<file path="src/sv/cjet_pkg.sv">
// Shared constants, codes and state types for the cubic Julia escape-time unit.
package cjet_pkg;

    // Default number of fraction bits of the internal fixed-point format
    localparam int FRAC_BITS_DEF = 28;

    // Width of one operand slice of the shared multiplier
    localparam int CHUNK_W = 26;

    // Configuration port
    localparam int CFG_IDX_W = 2;
    localparam logic [15:0] MAX_ITER_RST = 16'd100;

    typedef enum logic [CFG_IDX_W-1:0] {
        REG_C_REAL   = 2'd0,
        REG_C_IMAG   = 2'd1,
        REG_MAX_ITER = 2'd2
    } cfg_reg_t;

    // Top-level sequencer
    typedef enum logic [3:0] {
        S_IDLE,
        S_SQX,
        S_SQY,
        S_X2X,
        S_Y2X,
        S_X2Y,
        S_Y2Y,
        S_UPD,
        S_TEST,
        S_DONE
    } seq_state_t;

    // Shared multiplier sequencer
    typedef enum logic [1:0] {
        MS_IDLE,
        MS_ISSUE,
        MS_DRAIN,
        MS_ROUND
    } mul_state_t;

endpackage

</file>
<file path="src/sv/cjet_if.sv">
// Valid/ready channel interfaces for points, results and register writes.
interface cjet_in_if;
    logic               valid;
    logic               ready;
    logic signed [31:0] z_real;
    logic signed [31:0] z_imag;

    modport source (output valid, output z_real, output z_imag, input ready);
    modport sink   (input valid, input z_real, input z_imag, output ready);
endinterface

interface cjet_out_if;
    logic        valid;
    logic        ready;
    logic        escaped;
    logic [15:0] iter_count;
    logic [31:0] final_mag_sq;

    modport source (output valid, output escaped, output iter_count, output final_mag_sq,
                    input ready);
    modport sink   (input valid, input escaped, input iter_count, input final_mag_sq,
                    output ready);
endinterface

interface cjet_cfg_if;
    logic                           valid;
    logic                           ready;
    logic [cjet_pkg::CFG_IDX_W-1:0] index;
    logic [31:0]                    data;

    modport source (output valid, output index, output data, input ready);
    modport sink   (input valid, input index, input data, output ready);
endinterface

</file>
<file path="src/sv/cjet_mul.sv">
// Shared fixed-point multiplier: sliced partial products, truncation toward zero.
module cjet_mul #(
    parameter int FRAC_BITS = cjet_pkg::FRAC_BITS_DEF
) (
    input  logic                        clk,
    input  logic                        rst_n,
    input  logic                        start,
    input  logic signed [FRAC_BITS+9:0] a,
    input  logic signed [FRAC_BITS+9:0] b,
    output logic                        done,
    output logic signed [FRAC_BITS+13:0] p
);
    import cjet_pkg::*;

    localparam int OW   = FRAC_BITS + 10;
    localparam int RW   = FRAC_BITS + 14;
    localparam int OPW  = FRAC_BITS + 9;
    localparam int NCH  = (OPW + CHUNK_W - 1) / CHUNK_W;
    localparam int PADW = NCH * CHUNK_W;
    localparam int PRW  = 2 * PADW;
    localparam int IW   = (NCH > 1) ? $clog2(NCH) : 1;
    localparam int SHW  = $clog2(PRW);

    mul_state_t             state_reg, state_next;
    logic [PADW-1:0]        am_reg, am_next;
    logic [PADW-1:0]        bm_reg, bm_next;
    logic                   neg_reg, neg_next;
    logic [IW-1:0]          i_reg, i_next;
    logic [IW-1:0]          j_reg, j_next;
    logic [2*CHUNK_W-1:0]   pp_reg, pp_next;
    logic [SHW-1:0]         sh_reg, sh_next;
    logic                   ppv_reg, ppv_next;
    logic [PRW-1:0]         acc_reg, acc_next;
    logic signed [RW-1:0]   p_reg, p_next;
    logic                   done_reg, done_next;

    logic [OW-1:0]          a_abs, b_abs;
    logic [CHUNK_W-1:0]     a_sl, b_sl;
    logic [IW:0]            pos;
    logic [RW-1:0]          mag;

    always_ff @(posedge clk or negedge rst_n)
    begin
        if (!rst_n)
        begin
            state_reg <= MS_IDLE;
            ppv_reg   <= 1'b0;
            done_reg  <= 1'b0;
        end
        else
        begin
            state_reg <= state_next;
            ppv_reg   <= ppv_next;
            done_reg  <= done_next;
        end
    end

    always_ff @(posedge clk)
    begin
        am_reg  <= am_next;
        bm_reg  <= bm_next;
        neg_reg <= neg_next;
        i_reg   <= i_next;
        j_reg   <= j_next;
        pp_reg  <= pp_next;
        sh_reg  <= sh_next;
        acc_reg <= acc_next;
        p_reg   <= p_next;
    end

    always_comb
    begin
        a_abs = a[OW-1] ? OW'(-a) : OW'(a);
        b_abs = b[OW-1] ? OW'(-b) : OW'(b);
        a_sl  = am_reg[i_reg*CHUNK_W +: CHUNK_W];
        b_sl  = bm_reg[j_reg*CHUNK_W +: CHUNK_W];
        pos   = (IW+1)'(i_reg) + (IW+1)'(j_reg);
        mag   = acc_reg[FRAC_BITS +: RW];

        state_next = state_reg;
        am_next    = am_reg;
        bm_next    = bm_reg;
        neg_next   = neg_reg;
        i_next     = i_reg;
        j_next     = j_reg;
        pp_next    = pp_reg;
        sh_next    = sh_reg;
        ppv_next   = 1'b0;
        p_next     = p_reg;
        done_next  = 1'b0;
        acc_next   = ppv_reg ? acc_reg + (PRW'(pp_reg) << sh_reg) : acc_reg;

        unique case (state_reg)
            MS_IDLE:
            begin
                if (start)
                begin
                    am_next    = PADW'(a_abs[OPW-1:0]);
                    bm_next    = PADW'(b_abs[OPW-1:0]);
                    neg_next   = a[OW-1] ^ b[OW-1];
                    i_next     = '0;
                    j_next     = '0;
                    acc_next   = '0;
                    state_next = MS_ISSUE;
                end
            end
            MS_ISSUE:
            begin
                // one slice pair per cycle, registered before accumulation
                pp_next  = a_sl * b_sl;
                sh_next  = SHW'(pos * CHUNK_W);
                ppv_next = 1'b1;
                if (j_reg == IW'(NCH - 1))
                begin
                    j_next = '0;
                    if (i_reg == IW'(NCH - 1))
                        state_next = MS_DRAIN;
                    else
                        i_next = i_reg + 1'b1;
                end
                else
                begin
                    j_next = j_reg + 1'b1;
                end
            end
            MS_DRAIN:
            begin
                state_next = MS_ROUND;
            end
            MS_ROUND:
            begin
                p_next     = neg_reg ? RW'(-mag) : RW'(mag);
                done_next  = 1'b1;
                state_next = MS_IDLE;
            end
            default:
            begin
                state_next = MS_IDLE;
            end
        endcase
    end

    assign done = done_reg;
    assign p    = p_reg;

endmodule

</file>
<file path="src/sv/cubic_julia_escape_time_unit.sv">
// Top level of the cubic Julia escape-time unit: sequencer, registers and channels.
//
//  channel | modport | word carries                          | accepted when
//  --------+---------+---------------------------------------+----------------------
//  pt      | sink    | z_real, z_imag (Q4.28 start point)    | pt.valid & pt.ready
//  res     | source  | escaped, iter_count, final_mag_sq     | res.valid & res.ready
//  cfg     | sink    | index, data (c_real, c_imag, max_iter)| cfg.valid & cfg.ready
//
// The shared multiplier works through N*N slice pairs per product, where N is its slice
// count (2 at 28 fraction bits).
// Reset clears the sequencer, the output valid and the registers (max_iter to 100).
// A result word waits in the output register while the next point is accepted; a new
// result is held back until that register has been taken.
module cubic_julia_escape_time_unit #(
    parameter int FRAC_BITS = cjet_pkg::FRAC_BITS_DEF
) (
    input  logic       clk,
    input  logic       rst_n,
    cjet_in_if.sink    pt,
    cjet_out_if.source res,
    cjet_cfg_if.sink   cfg
);
    import cjet_pkg::*;

    // internal widths: point F+6, squares F+10, products F+14, sums F+16, magnitude F+10
    localparam int XW     = FRAC_BITS + 6;
    localparam int SW     = FRAC_BITS + 10;
    localparam int OW     = FRAC_BITS + 10;
    localparam int RW     = FRAC_BITS + 14;
    localparam int AW     = FRAC_BITS + 16;
    localparam int MAGW   = FRAC_BITS + 10;
    localparam int IN_UP  = (FRAC_BITS >= 28) ? FRAC_BITS - 28 : 0;
    localparam int IN_DN  = (FRAC_BITS < 28) ? 28 - FRAC_BITS : 0;
    localparam int OUT_DN = (FRAC_BITS >= 24) ? FRAC_BITS - 24 : 0;
    localparam int OUT_UP = (FRAC_BITS < 24) ? 24 - FRAC_BITS : 0;
    localparam int QW     = MAGW + OUT_UP;

    // ---------------------------------------------------------------- registers
    logic signed [31:0] c_real_reg, c_real_next;
    logic signed [31:0] c_imag_reg, c_imag_next;
    logic [15:0]        max_iter_reg, max_iter_next;

    // ---------------------------------------------------------------- datapath
    seq_state_t          state_reg, state_next;
    logic                pend_reg, pend_next;
    logic                first_reg, first_next;
    logic signed [XW-1:0] x_reg, x_next;
    logic signed [XW-1:0] y_reg, y_next;
    logic signed [SW-1:0] x2_reg, x2_next;
    logic signed [SW-1:0] y2_reg, y2_next;
    logic signed [AW-1:0] ax_reg, ax_next;
    logic signed [AW-1:0] ay_reg, ay_next;
    logic [15:0]          iter_reg, iter_next;
    logic                 esc_reg, esc_next;
    logic [15:0]          cnt_reg, cnt_next;
    logic [31:0]          mag_reg, mag_next;

    // output register
    logic                 ovld_reg, ovld_next;
    logic                 oesc_reg, oesc_next;
    logic [15:0]          ocnt_reg, ocnt_next;
    logic [31:0]          omag_reg, omag_next;

    // multiplier hookup
    logic                 mul_start;
    logic signed [OW-1:0] mul_a, mul_b;
    logic                 mul_done;
    logic signed [RW-1:0] mul_p;
    logic signed [AW-1:0] pw;

    // combinational helpers
    logic signed [AW-1:0] cr, ci;
    logic signed [AW-1:0] zr_int, zi_int;
    logic [MAGW-1:0]      mag_sum;
    logic [QW-1:0]        mag_q;
    logic [16:0]          iter_inc;

    function automatic logic signed [XW-1:0] clamp16(input logic signed [AW-1:0] v);
        logic signed [AW-1:0] bound;
        bound = AW'(1) <<< (FRAC_BITS + 4);
        if (v > bound)
            clamp16 = XW'(bound);
        else if (v < -bound)
            clamp16 = XW'(-bound);
        else
            clamp16 = XW'(v);
    endfunction

    cjet_mul #(
        .FRAC_BITS (FRAC_BITS)
    ) u_mul (
        .clk   (clk),
        .rst_n (rst_n),
        .start (mul_start),
        .a     (mul_a),
        .b     (mul_b),
        .done  (mul_done),
        .p     (mul_p)
    );

    // Q4.28 to internal format: scale up, or shift right with floor
    assign cr     = (AW'(c_real_reg) <<< IN_UP) >>> IN_DN;
    assign ci     = (AW'(c_imag_reg) <<< IN_UP) >>> IN_DN;
    assign zr_int = (AW'(pt.z_real) <<< IN_UP) >>> IN_DN;
    assign zi_int = (AW'(pt.z_imag) <<< IN_UP) >>> IN_DN;
    assign pw     = AW'(mul_p);

    // squares are never negative; drop their sign bit before adding
    assign mag_sum  = MAGW'(x2_reg[SW-2:0]) + MAGW'(y2_reg[SW-2:0]);
    assign mag_q    = (QW'(mag_sum) >> OUT_DN) << OUT_UP;
    assign iter_inc = 17'(iter_reg) + 17'd1;

    assign pt.ready         = (state_reg == S_IDLE);
    assign cfg.ready        = 1'b1;
    assign res.valid        = ovld_reg;
    assign res.escaped      = oesc_reg;
    assign res.iter_count   = ocnt_reg;
    assign res.final_mag_sq = omag_reg;

    always_ff @(posedge clk or negedge rst_n)
    begin
        if (!rst_n)
        begin
            state_reg    <= S_IDLE;
            pend_reg     <= 1'b0;
            ovld_reg     <= 1'b0;
            c_real_reg   <= '0;
            c_imag_reg   <= '0;
            max_iter_reg <= MAX_ITER_RST;
        end
        else
        begin
            state_reg    <= state_next;
            pend_reg     <= pend_next;
            ovld_reg     <= ovld_next;
            c_real_reg   <= c_real_next;
            c_imag_reg   <= c_imag_next;
            max_iter_reg <= max_iter_next;
        end
    end

    always_ff @(posedge clk)
    begin
        first_reg <= first_next;
        x_reg     <= x_next;
        y_reg     <= y_next;
        x2_reg    <= x2_next;
        y2_reg    <= y2_next;
        ax_reg    <= ax_next;
        ay_reg    <= ay_next;
        iter_reg  <= iter_next;
        esc_reg   <= esc_next;
        cnt_reg   <= cnt_next;
        mag_reg   <= mag_next;
        oesc_reg  <= oesc_next;
        ocnt_reg  <= ocnt_next;
        omag_reg  <= omag_next;
    end

    // Register decoder: a write to an index past the list is dropped.
    always_comb
    begin
        c_real_next   = c_real_reg;
        c_imag_next   = c_imag_reg;
        max_iter_next = max_iter_reg;
        if (cfg.valid)
        begin
            unique case (cfg.index)
                REG_C_REAL:   c_real_next   = cfg.data;
                REG_C_IMAG:   c_imag_next   = cfg.data;
                REG_MAX_ITER: max_iter_next = cfg.data[15:0];
                default:      ;
            endcase
        end
    end

    // Sequencer: per step run six products on the shared multiplier, then clamp
    // and test. Square terms of the tested point carry over into the next step.
    always_comb
    begin
        state_next = state_reg;
        pend_next  = pend_reg;
        first_next = first_reg;
        x_next     = x_reg;
        y_next     = y_reg;
        x2_next    = x2_reg;
        y2_next    = y2_reg;
        ax_next    = ax_reg;
        ay_next    = ay_reg;
        iter_next  = iter_reg;
        esc_next   = esc_reg;
        cnt_next   = cnt_reg;
        mag_next   = mag_reg;
        ovld_next  = ovld_reg;
        oesc_next  = oesc_reg;
        ocnt_next  = ocnt_reg;
        omag_next  = omag_reg;
        mul_start  = 1'b0;
        mul_a      = OW'(x_reg);
        mul_b      = OW'(x_reg);

        // drop the output word once taken
        if (ovld_reg && res.ready)
            ovld_next = 1'b0;

        // operand selection for the product states
        unique case (state_reg)
            S_SQY:
            begin
                mul_a = OW'(y_reg);
                mul_b = OW'(y_reg);
            end
            S_X2X:
            begin
                mul_a = OW'(x2_reg);
                mul_b = OW'(x_reg);
            end
            S_Y2X:
            begin
                mul_a = OW'(y2_reg);
                mul_b = OW'(x_reg);
            end
            S_X2Y:
            begin
                mul_a = OW'(x2_reg);
                mul_b = OW'(y_reg);
            end
            S_Y2Y:
            begin
                mul_a = OW'(y2_reg);
                mul_b = OW'(y_reg);
            end
            default:
            begin
                mul_a = OW'(x_reg);
                mul_b = OW'(x_reg);
            end
        endcase

        // issue one product per state, then wait for it
        if (state_reg == S_SQX || state_reg == S_SQY || state_reg == S_X2X ||
            state_reg == S_Y2X || state_reg == S_X2Y || state_reg == S_Y2Y)
        begin
            if (!pend_reg)
            begin
                mul_start = 1'b1;
                pend_next = 1'b1;
            end
            else if (mul_done)
            begin
                pend_next = 1'b0;
            end
        end

        unique case (state_reg)
            S_IDLE:
            begin
                if (pt.valid)
                begin
                    x_next     = zr_int[XW-1:0];
                    y_next     = zi_int[XW-1:0];
                    iter_next  = '0;
                    first_next = 1'b1;
                    state_next = S_SQX;
                end
            end
            S_SQX:
            begin
                if (pend_reg && mul_done)
                begin
                    x2_next    = mul_p[SW-1:0];
                    state_next = S_SQY;
                end
            end
            S_SQY:
            begin
                if (pend_reg && mul_done)
                begin
                    y2_next = mul_p[SW-1:0];
                    if (!first_reg)
                    begin
                        state_next = S_TEST;
                    end
                    else if (max_iter_reg == '0)
                    begin
                        // no step to run: report a point that stays inside
                        esc_next   = 1'b0;
                        cnt_next   = '0;
                        mag_next   = '0;
                        state_next = S_DONE;
                    end
                    else
                    begin
                        state_next = S_X2X;
                    end
                end
            end
            S_X2X:
            begin
                if (pend_reg && mul_done)
                begin
                    ax_next    = pw + cr;
                    state_next = S_Y2X;
                end
            end
            S_Y2X:
            begin
                if (pend_reg && mul_done)
                begin
                    ax_next    = ax_reg - pw - (pw <<< 1);
                    state_next = S_X2Y;
                end
            end
            S_X2Y:
            begin
                if (pend_reg && mul_done)
                begin
                    ay_next    = pw + (pw <<< 1) + ci;
                    state_next = S_Y2Y;
                end
            end
            S_Y2Y:
            begin
                if (pend_reg && mul_done)
                begin
                    ay_next    = ay_reg - pw;
                    state_next = S_UPD;
                end
            end
            S_UPD:
            begin
                // clamp the new point to +/-16 before squaring
                x_next     = clamp16(ax_reg);
                y_next     = clamp16(ay_reg);
                first_next = 1'b0;
                state_next = S_SQX;
            end
            S_TEST:
            begin
                if (mag_sum > (MAGW'(1) << (FRAC_BITS + 2)))
                begin
                    esc_next   = 1'b1;
                    cnt_next   = iter_reg;
                    mag_next   = (|mag_q[QW-1:32]) ? '1 : mag_q[31:0];
                    state_next = S_DONE;
                end
                else if (iter_inc == 17'(max_iter_reg))
                begin
                    esc_next   = 1'b0;
                    cnt_next   = '0;
                    mag_next   = '0;
                    state_next = S_DONE;
                end
                else
                begin
                    iter_next  = iter_inc[15:0];
                    state_next = S_X2X;
                end
            end
            S_DONE:
            begin
                // hold the result until the output register is free
                if (!ovld_reg || res.ready)
                begin
                    ovld_next  = 1'b1;
                    oesc_next  = esc_reg;
                    ocnt_next  = cnt_reg;
                    omag_next  = mag_reg;
                    state_next = S_IDLE;
                end
            end
            default:
            begin
                state_next = S_IDLE;
            end
        endcase
    end

endmodule
</file>
<file path="src/flat_wrapper.sv">
// flat-port wrapper written by rule: the top's interface ports become plain ports
module cubic_julia_escape_time_unit_flat import cjet_pkg::*;
#(
    parameter int FRAC_BITS = cjet_pkg::FRAC_BITS_DEF
)
  (clk, rst_n, pt_valid, pt_z_real, pt_z_imag, pt_ready, res_valid, res_escaped, res_iter_count, res_final_mag_sq, res_ready, cfg_valid, cfg_index, cfg_data, cfg_ready);
  cjet_in_if pt_i ();
  cjet_out_if res_i ();
  cjet_cfg_if cfg_i ();
  input  logic clk;
  input  logic rst_n;
  input wire logic [$bits(pt_i.valid)-1:0] pt_valid;
  input wire logic [$bits(pt_i.z_real)-1:0] pt_z_real;
  input wire logic [$bits(pt_i.z_imag)-1:0] pt_z_imag;
  output wire logic [$bits(pt_i.ready)-1:0] pt_ready;
  output wire logic [$bits(res_i.valid)-1:0] res_valid;
  output wire logic [$bits(res_i.escaped)-1:0] res_escaped;
  output wire logic [$bits(res_i.iter_count)-1:0] res_iter_count;
  output wire logic [$bits(res_i.final_mag_sq)-1:0] res_final_mag_sq;
  input wire logic [$bits(res_i.ready)-1:0] res_ready;
  input wire logic [$bits(cfg_i.valid)-1:0] cfg_valid;
  input wire logic [$bits(cfg_i.index)-1:0] cfg_index;
  input wire logic [$bits(cfg_i.data)-1:0] cfg_data;
  output wire logic [$bits(cfg_i.ready)-1:0] cfg_ready;
  assign pt_i.valid = pt_valid;
  assign pt_i.z_real = pt_z_real;
  assign pt_i.z_imag = pt_z_imag;
  assign pt_ready = pt_i.ready;
  assign res_valid = res_i.valid;
  assign res_escaped = res_i.escaped;
  assign res_iter_count = res_i.iter_count;
  assign res_final_mag_sq = res_i.final_mag_sq;
  assign res_i.ready = res_ready;
  assign cfg_i.valid = cfg_valid;
  assign cfg_i.index = cfg_index;
  assign cfg_i.data = cfg_data;
  assign cfg_ready = cfg_i.ready;
  cubic_julia_escape_time_unit #(.FRAC_BITS(FRAC_BITS)) u_core (.clk(clk), .rst_n(rst_n), .pt(pt_i), .res(res_i), .cfg(cfg_i));
endmodule
</file>
<file path="config.mk">
export PLATFORM = sky130hd
export DESIGN_NAME = cubic_julia_escape_time_unit_flat
export DESIGN_NICKNAME = d
export VERILOG_FILES = /design/src/sv/cjet_pkg.sv /design/src/sv/cjet_if.sv /design/src/sv/cjet_mul.sv /design/src/sv/cubic_julia_escape_time_unit.sv /design/src/flat_wrapper.sv
export SDC_FILE = /design/constraint.sdc
export NUM_CORES = 2
export LEC_CHECK = 0
export CORE_MARGIN = 4
export CORE_UTILIZATION = 55
export CTS_CLUSTER_DIAMETER = 200
export DETAILED_ROUTE_END_ITERATION = 7
export DONT_BUFFER_PORTS = 1
export GPL_TIMING_DRIVEN = 1
export PLACE_DENSITY = 0.7
export SLEW_MARGIN = 5
export SYNTH_ARGS = -nofsm -noshare
export SYNTH_HDL_FRONTEND = slang
export SYNTH_HIERARCHICAL = 1
export SYNTH_SLANG_ARGS = --single-unit
</file>
<file path="constraint.sdc">
create_clock -name clk -period 25.6 [get_ports clk]
set_clock_uncertainty 0.05 [all_clocks]
set_input_delay 2.56 -clock clk [delete_from_list [all_inputs] [get_ports clk]]
set_output_delay 2.56 -clock clk [all_outputs]
set_load 0.01 [all_outputs]
</file>
==> reports/metrics.cfg <==
[timing]
finalCriticalPeriod_ps = 9320
rsz0062_at_grt = false
finalSetupViolations = 0
worst_slack_ps = 16280
period_share_pct = 36.4
slew_violations = 0
final_hold_viol_count = 0
tns_ps = 0
fmax_mhz = 107
slew_headroom_pct = 8.80
worstMarginPinSlew_ps = 1370

[setup_path]
r2r-start = u_core/u_mul/i_reg$_SDFFCE_PN0P_
cp_data_required_time_ps = 25990
cp.depth = 25
cp-startpoint = u_core/u_mul/i_reg$_SDFFCE_PN0P_
slowest_stage = nor2b_1
slowest_delay_ps = 1070
cpMostUsedCell = fa_1
cp-start-kind = flip-flop
critical_path_arrival_ps = 9710
r2r-end = u_core/u_mul/pp_reg[50]$_DFFE_PP_
worstSetupPathType = reg2reg
cp_top_family = adder cells
rr_worst_depth = 25
cp_num_buf_inv = 5
reg2reg_setup_slack_ps = 16280
cp-end-kind = flip-flop
crit_end = u_core/u_mul/pp_reg[50]$_DFFE_PP_
cp_max_fo = 17

[synth]
synth_edf_count = 522
yosysSeqAreaShare_pct = 28.0
avgSynthCellArea_sq_um = 9.58
syn_inst = 7216
synthArstFlopShare_pct = 13.2
syn_nets = 8459
synth_seq_cells = 682
syn-cell-area_sq_um = 69100
ys_types = 97
synth_ff_type = edfxtp_1
yosys_warnings = 6

[die]
rows = 129
core_area_sq_um = 124000
die_h_um = 362
die_w_um = 362
initial_utilization_pct = 55.6
die_area_sq_um = 131000
ios = 155

[detailed_routing]
drtPass1Iterations = 8
wire_per_inst_um = 25.9
drcViolationCount = 3
drt_iter0_drc = 6770
finalWirelength_mm = 227
drtAntennaViolNets = 0
via_count = 55200
viasPerCell = 6.30

[placement]
dp_worst_setup_slack_ps = 16430
hpwl_mm = 181
gp_congestion = 1.03
port_buffers = 0
dp.cells = 8598

[cells_and_area]
largest_reg_flops = 70
fin_cells = 8768
layout-drive-gt1-share_pct = 6.61
area_delta_synth_final_pct = 6.11
fill_cells = 10800
fin_nets = 8287

[cts]
clock_sinks = 682
cts_root_buf = clkbuf_16
cts.clk_slew.worst_paths_ps = 60
cts_tree = done
cts_max_level = 3
ctsHoldBuffers = 0
cts_made_buffers = 81
clk_latency_ps = 720
clk_path_buf_depth = 3
cts_resized = 0
postCtsSetupRepairBufs = 0

[global_route]
antenna_found_initial = 29
gr-total-overflow = 0
grt_max_degree = 91
grt_pass1_vias = 54100
grt_usage_pct = 34.4
grt_pass1_wl_mm = 341

[status]
outcome = finished, violations left
violations = design-rule violations

[hold_path]
hold_class = reg2reg

[job]
drv_cap = 0

## synth_stat cells (all sizes together), types with 75 or more instances
cell / number / area share (%)
a21o: 179 / 1.9
a21oi: 391 / 2.8
clkbuf: 302 / 1.6
dfrtp: 87 / 3.1
edfxtp: 522 / 23
fa: 661 / 19
ha: 479 / 8.7
inv: 787 / 4.3
mux2: 138 / 2.2
mux2i: 106 / 1.5
nand2: 724 / 3.9
nand3: 89 / 0.65
nand4: 75 / 0.68
nor2: 735 / 4.0
nor2b: 92 / 0.83
o21ai: 302 / 2.2
xnor2: 280 / 3.5
xor2: 141 / 1.8
## area by class of cell
class,count,area (sq um),share of cell area [%]
Tap cell,1637,2050,2.79
Clock buffer,102,2140,2.91
Sequential cell,682,19300,26.4
Inverter,790,2970,4.05
Antenna cell,20,50.0,0.0682
Timing Repair Buffer,80,601,0.819
Multi-Input combinational cell,5409,45700,62.3
Clock inverter,48,485,0.662
## metrics by stage
stage          hold WS [ps]  cell area [sq um]  utilization, %
6_report                356              73300            59.0
5_1_grt                 348              73300            59.0
4_1_cts                 353              73300            59.0
3_5_place_dp            355              70700            56.9
3_3_place_gp            351              70700            56.9
2_1_floorplan           350              69100               -
## how the worst min path moves through the flow
stage	to	start	slack [ps]	depth (start not counted)
floorplan	u_core/res.escaped$_DFFE_PP_	u_core/esc_reg$_SDFFCE_PP0P_	350	0
global placement	u_core/res.final_mag_sq[31]$_DFFE_PP_	u_core/mag_reg[31]$_SDFFCE_PP0P_	350	0
detailed placement	u_core/res.final_mag_sq[10]$_DFFE_PP_	u_core/mag_reg[10]$_SDFFCE_PP0P_	350	0
CTS	u_core/res.final_mag_sq[17]$_DFFE_PP_	u_core/mag_reg[17]$_SDFFCE_PP0P_	350	0
global route	u_core/res.final_mag_sq[17]$_DFFE_PP_	u_core/mag_reg[17]$_SDFFCE_PP0P_	350	0
finish	u_core/res.final_mag_sq[17]$_DFFE_PP_	u_core/mag_reg[17]$_SDFFCE_PP0P_	360	0
## metal layers
metal | vias up | track usage (%) | wire, um
li1 | 24600 | - | -
met1 | 27200 | 49.7 | 94400
met2 | 2995 | 49.6 | 94700
met3 | 450 | 9.93 | 28200
met4 | 8 | 12.5 | 9630
met5 | - | 0 | 39
## kinds of logic (layout without fill, tap and decap cells)
kind of cell	Yosys count	after routing	synth area share, %
AND/OR/NAND/NOR	2081	2081	13.5
AO/OA/AOI/OAI	1486	1486	14.2
adder cells (fa/ha/maj)	1140	1140	27.8
buffers and inverters	1125	1020	6.18
flip-flops	682	682	28.0
XOR/XNOR	421	421	5.33
multiplexers	280	280	4.96
other	1	21	0.00543
## cell usage in the layout, fill, tap and decap left out, types with 37 or more instances in the layout
master	synthesis	layout
inv_1	786	786
nor2_1	735	734
nand2_1	723	721
fa_1	661	661
edfxtp_1	522	522
ha_1	479	477
a21oi_1	391	390
o21ai_0	294	294
xnor2_1	280	280
a21o_1	179	179
xor2_1	141	141
mux2_2	138	138
mux2i_1	106	97
nand3_1	88	88
dfrtp_1	87	86
nor2b_1	92	85
clkbuf_16	0	81
buf_4	2	80
nand4_1	75	75
dfxtp_1	70	70
nor3_1	70	67
a22o_1	65	65
nand2b_1	62	62
a31oi_1	56	56
o21a_1	52	52
o31ai_1	51	51
a211oi_1	47	44
and3_1	43	43
o21bai_1	42	42
nor4_1	43	41
or3_1	37	37
Power is not shown: default switching activity piles up to over one toggle a cycle in this logic, so the estimate is an artifact.
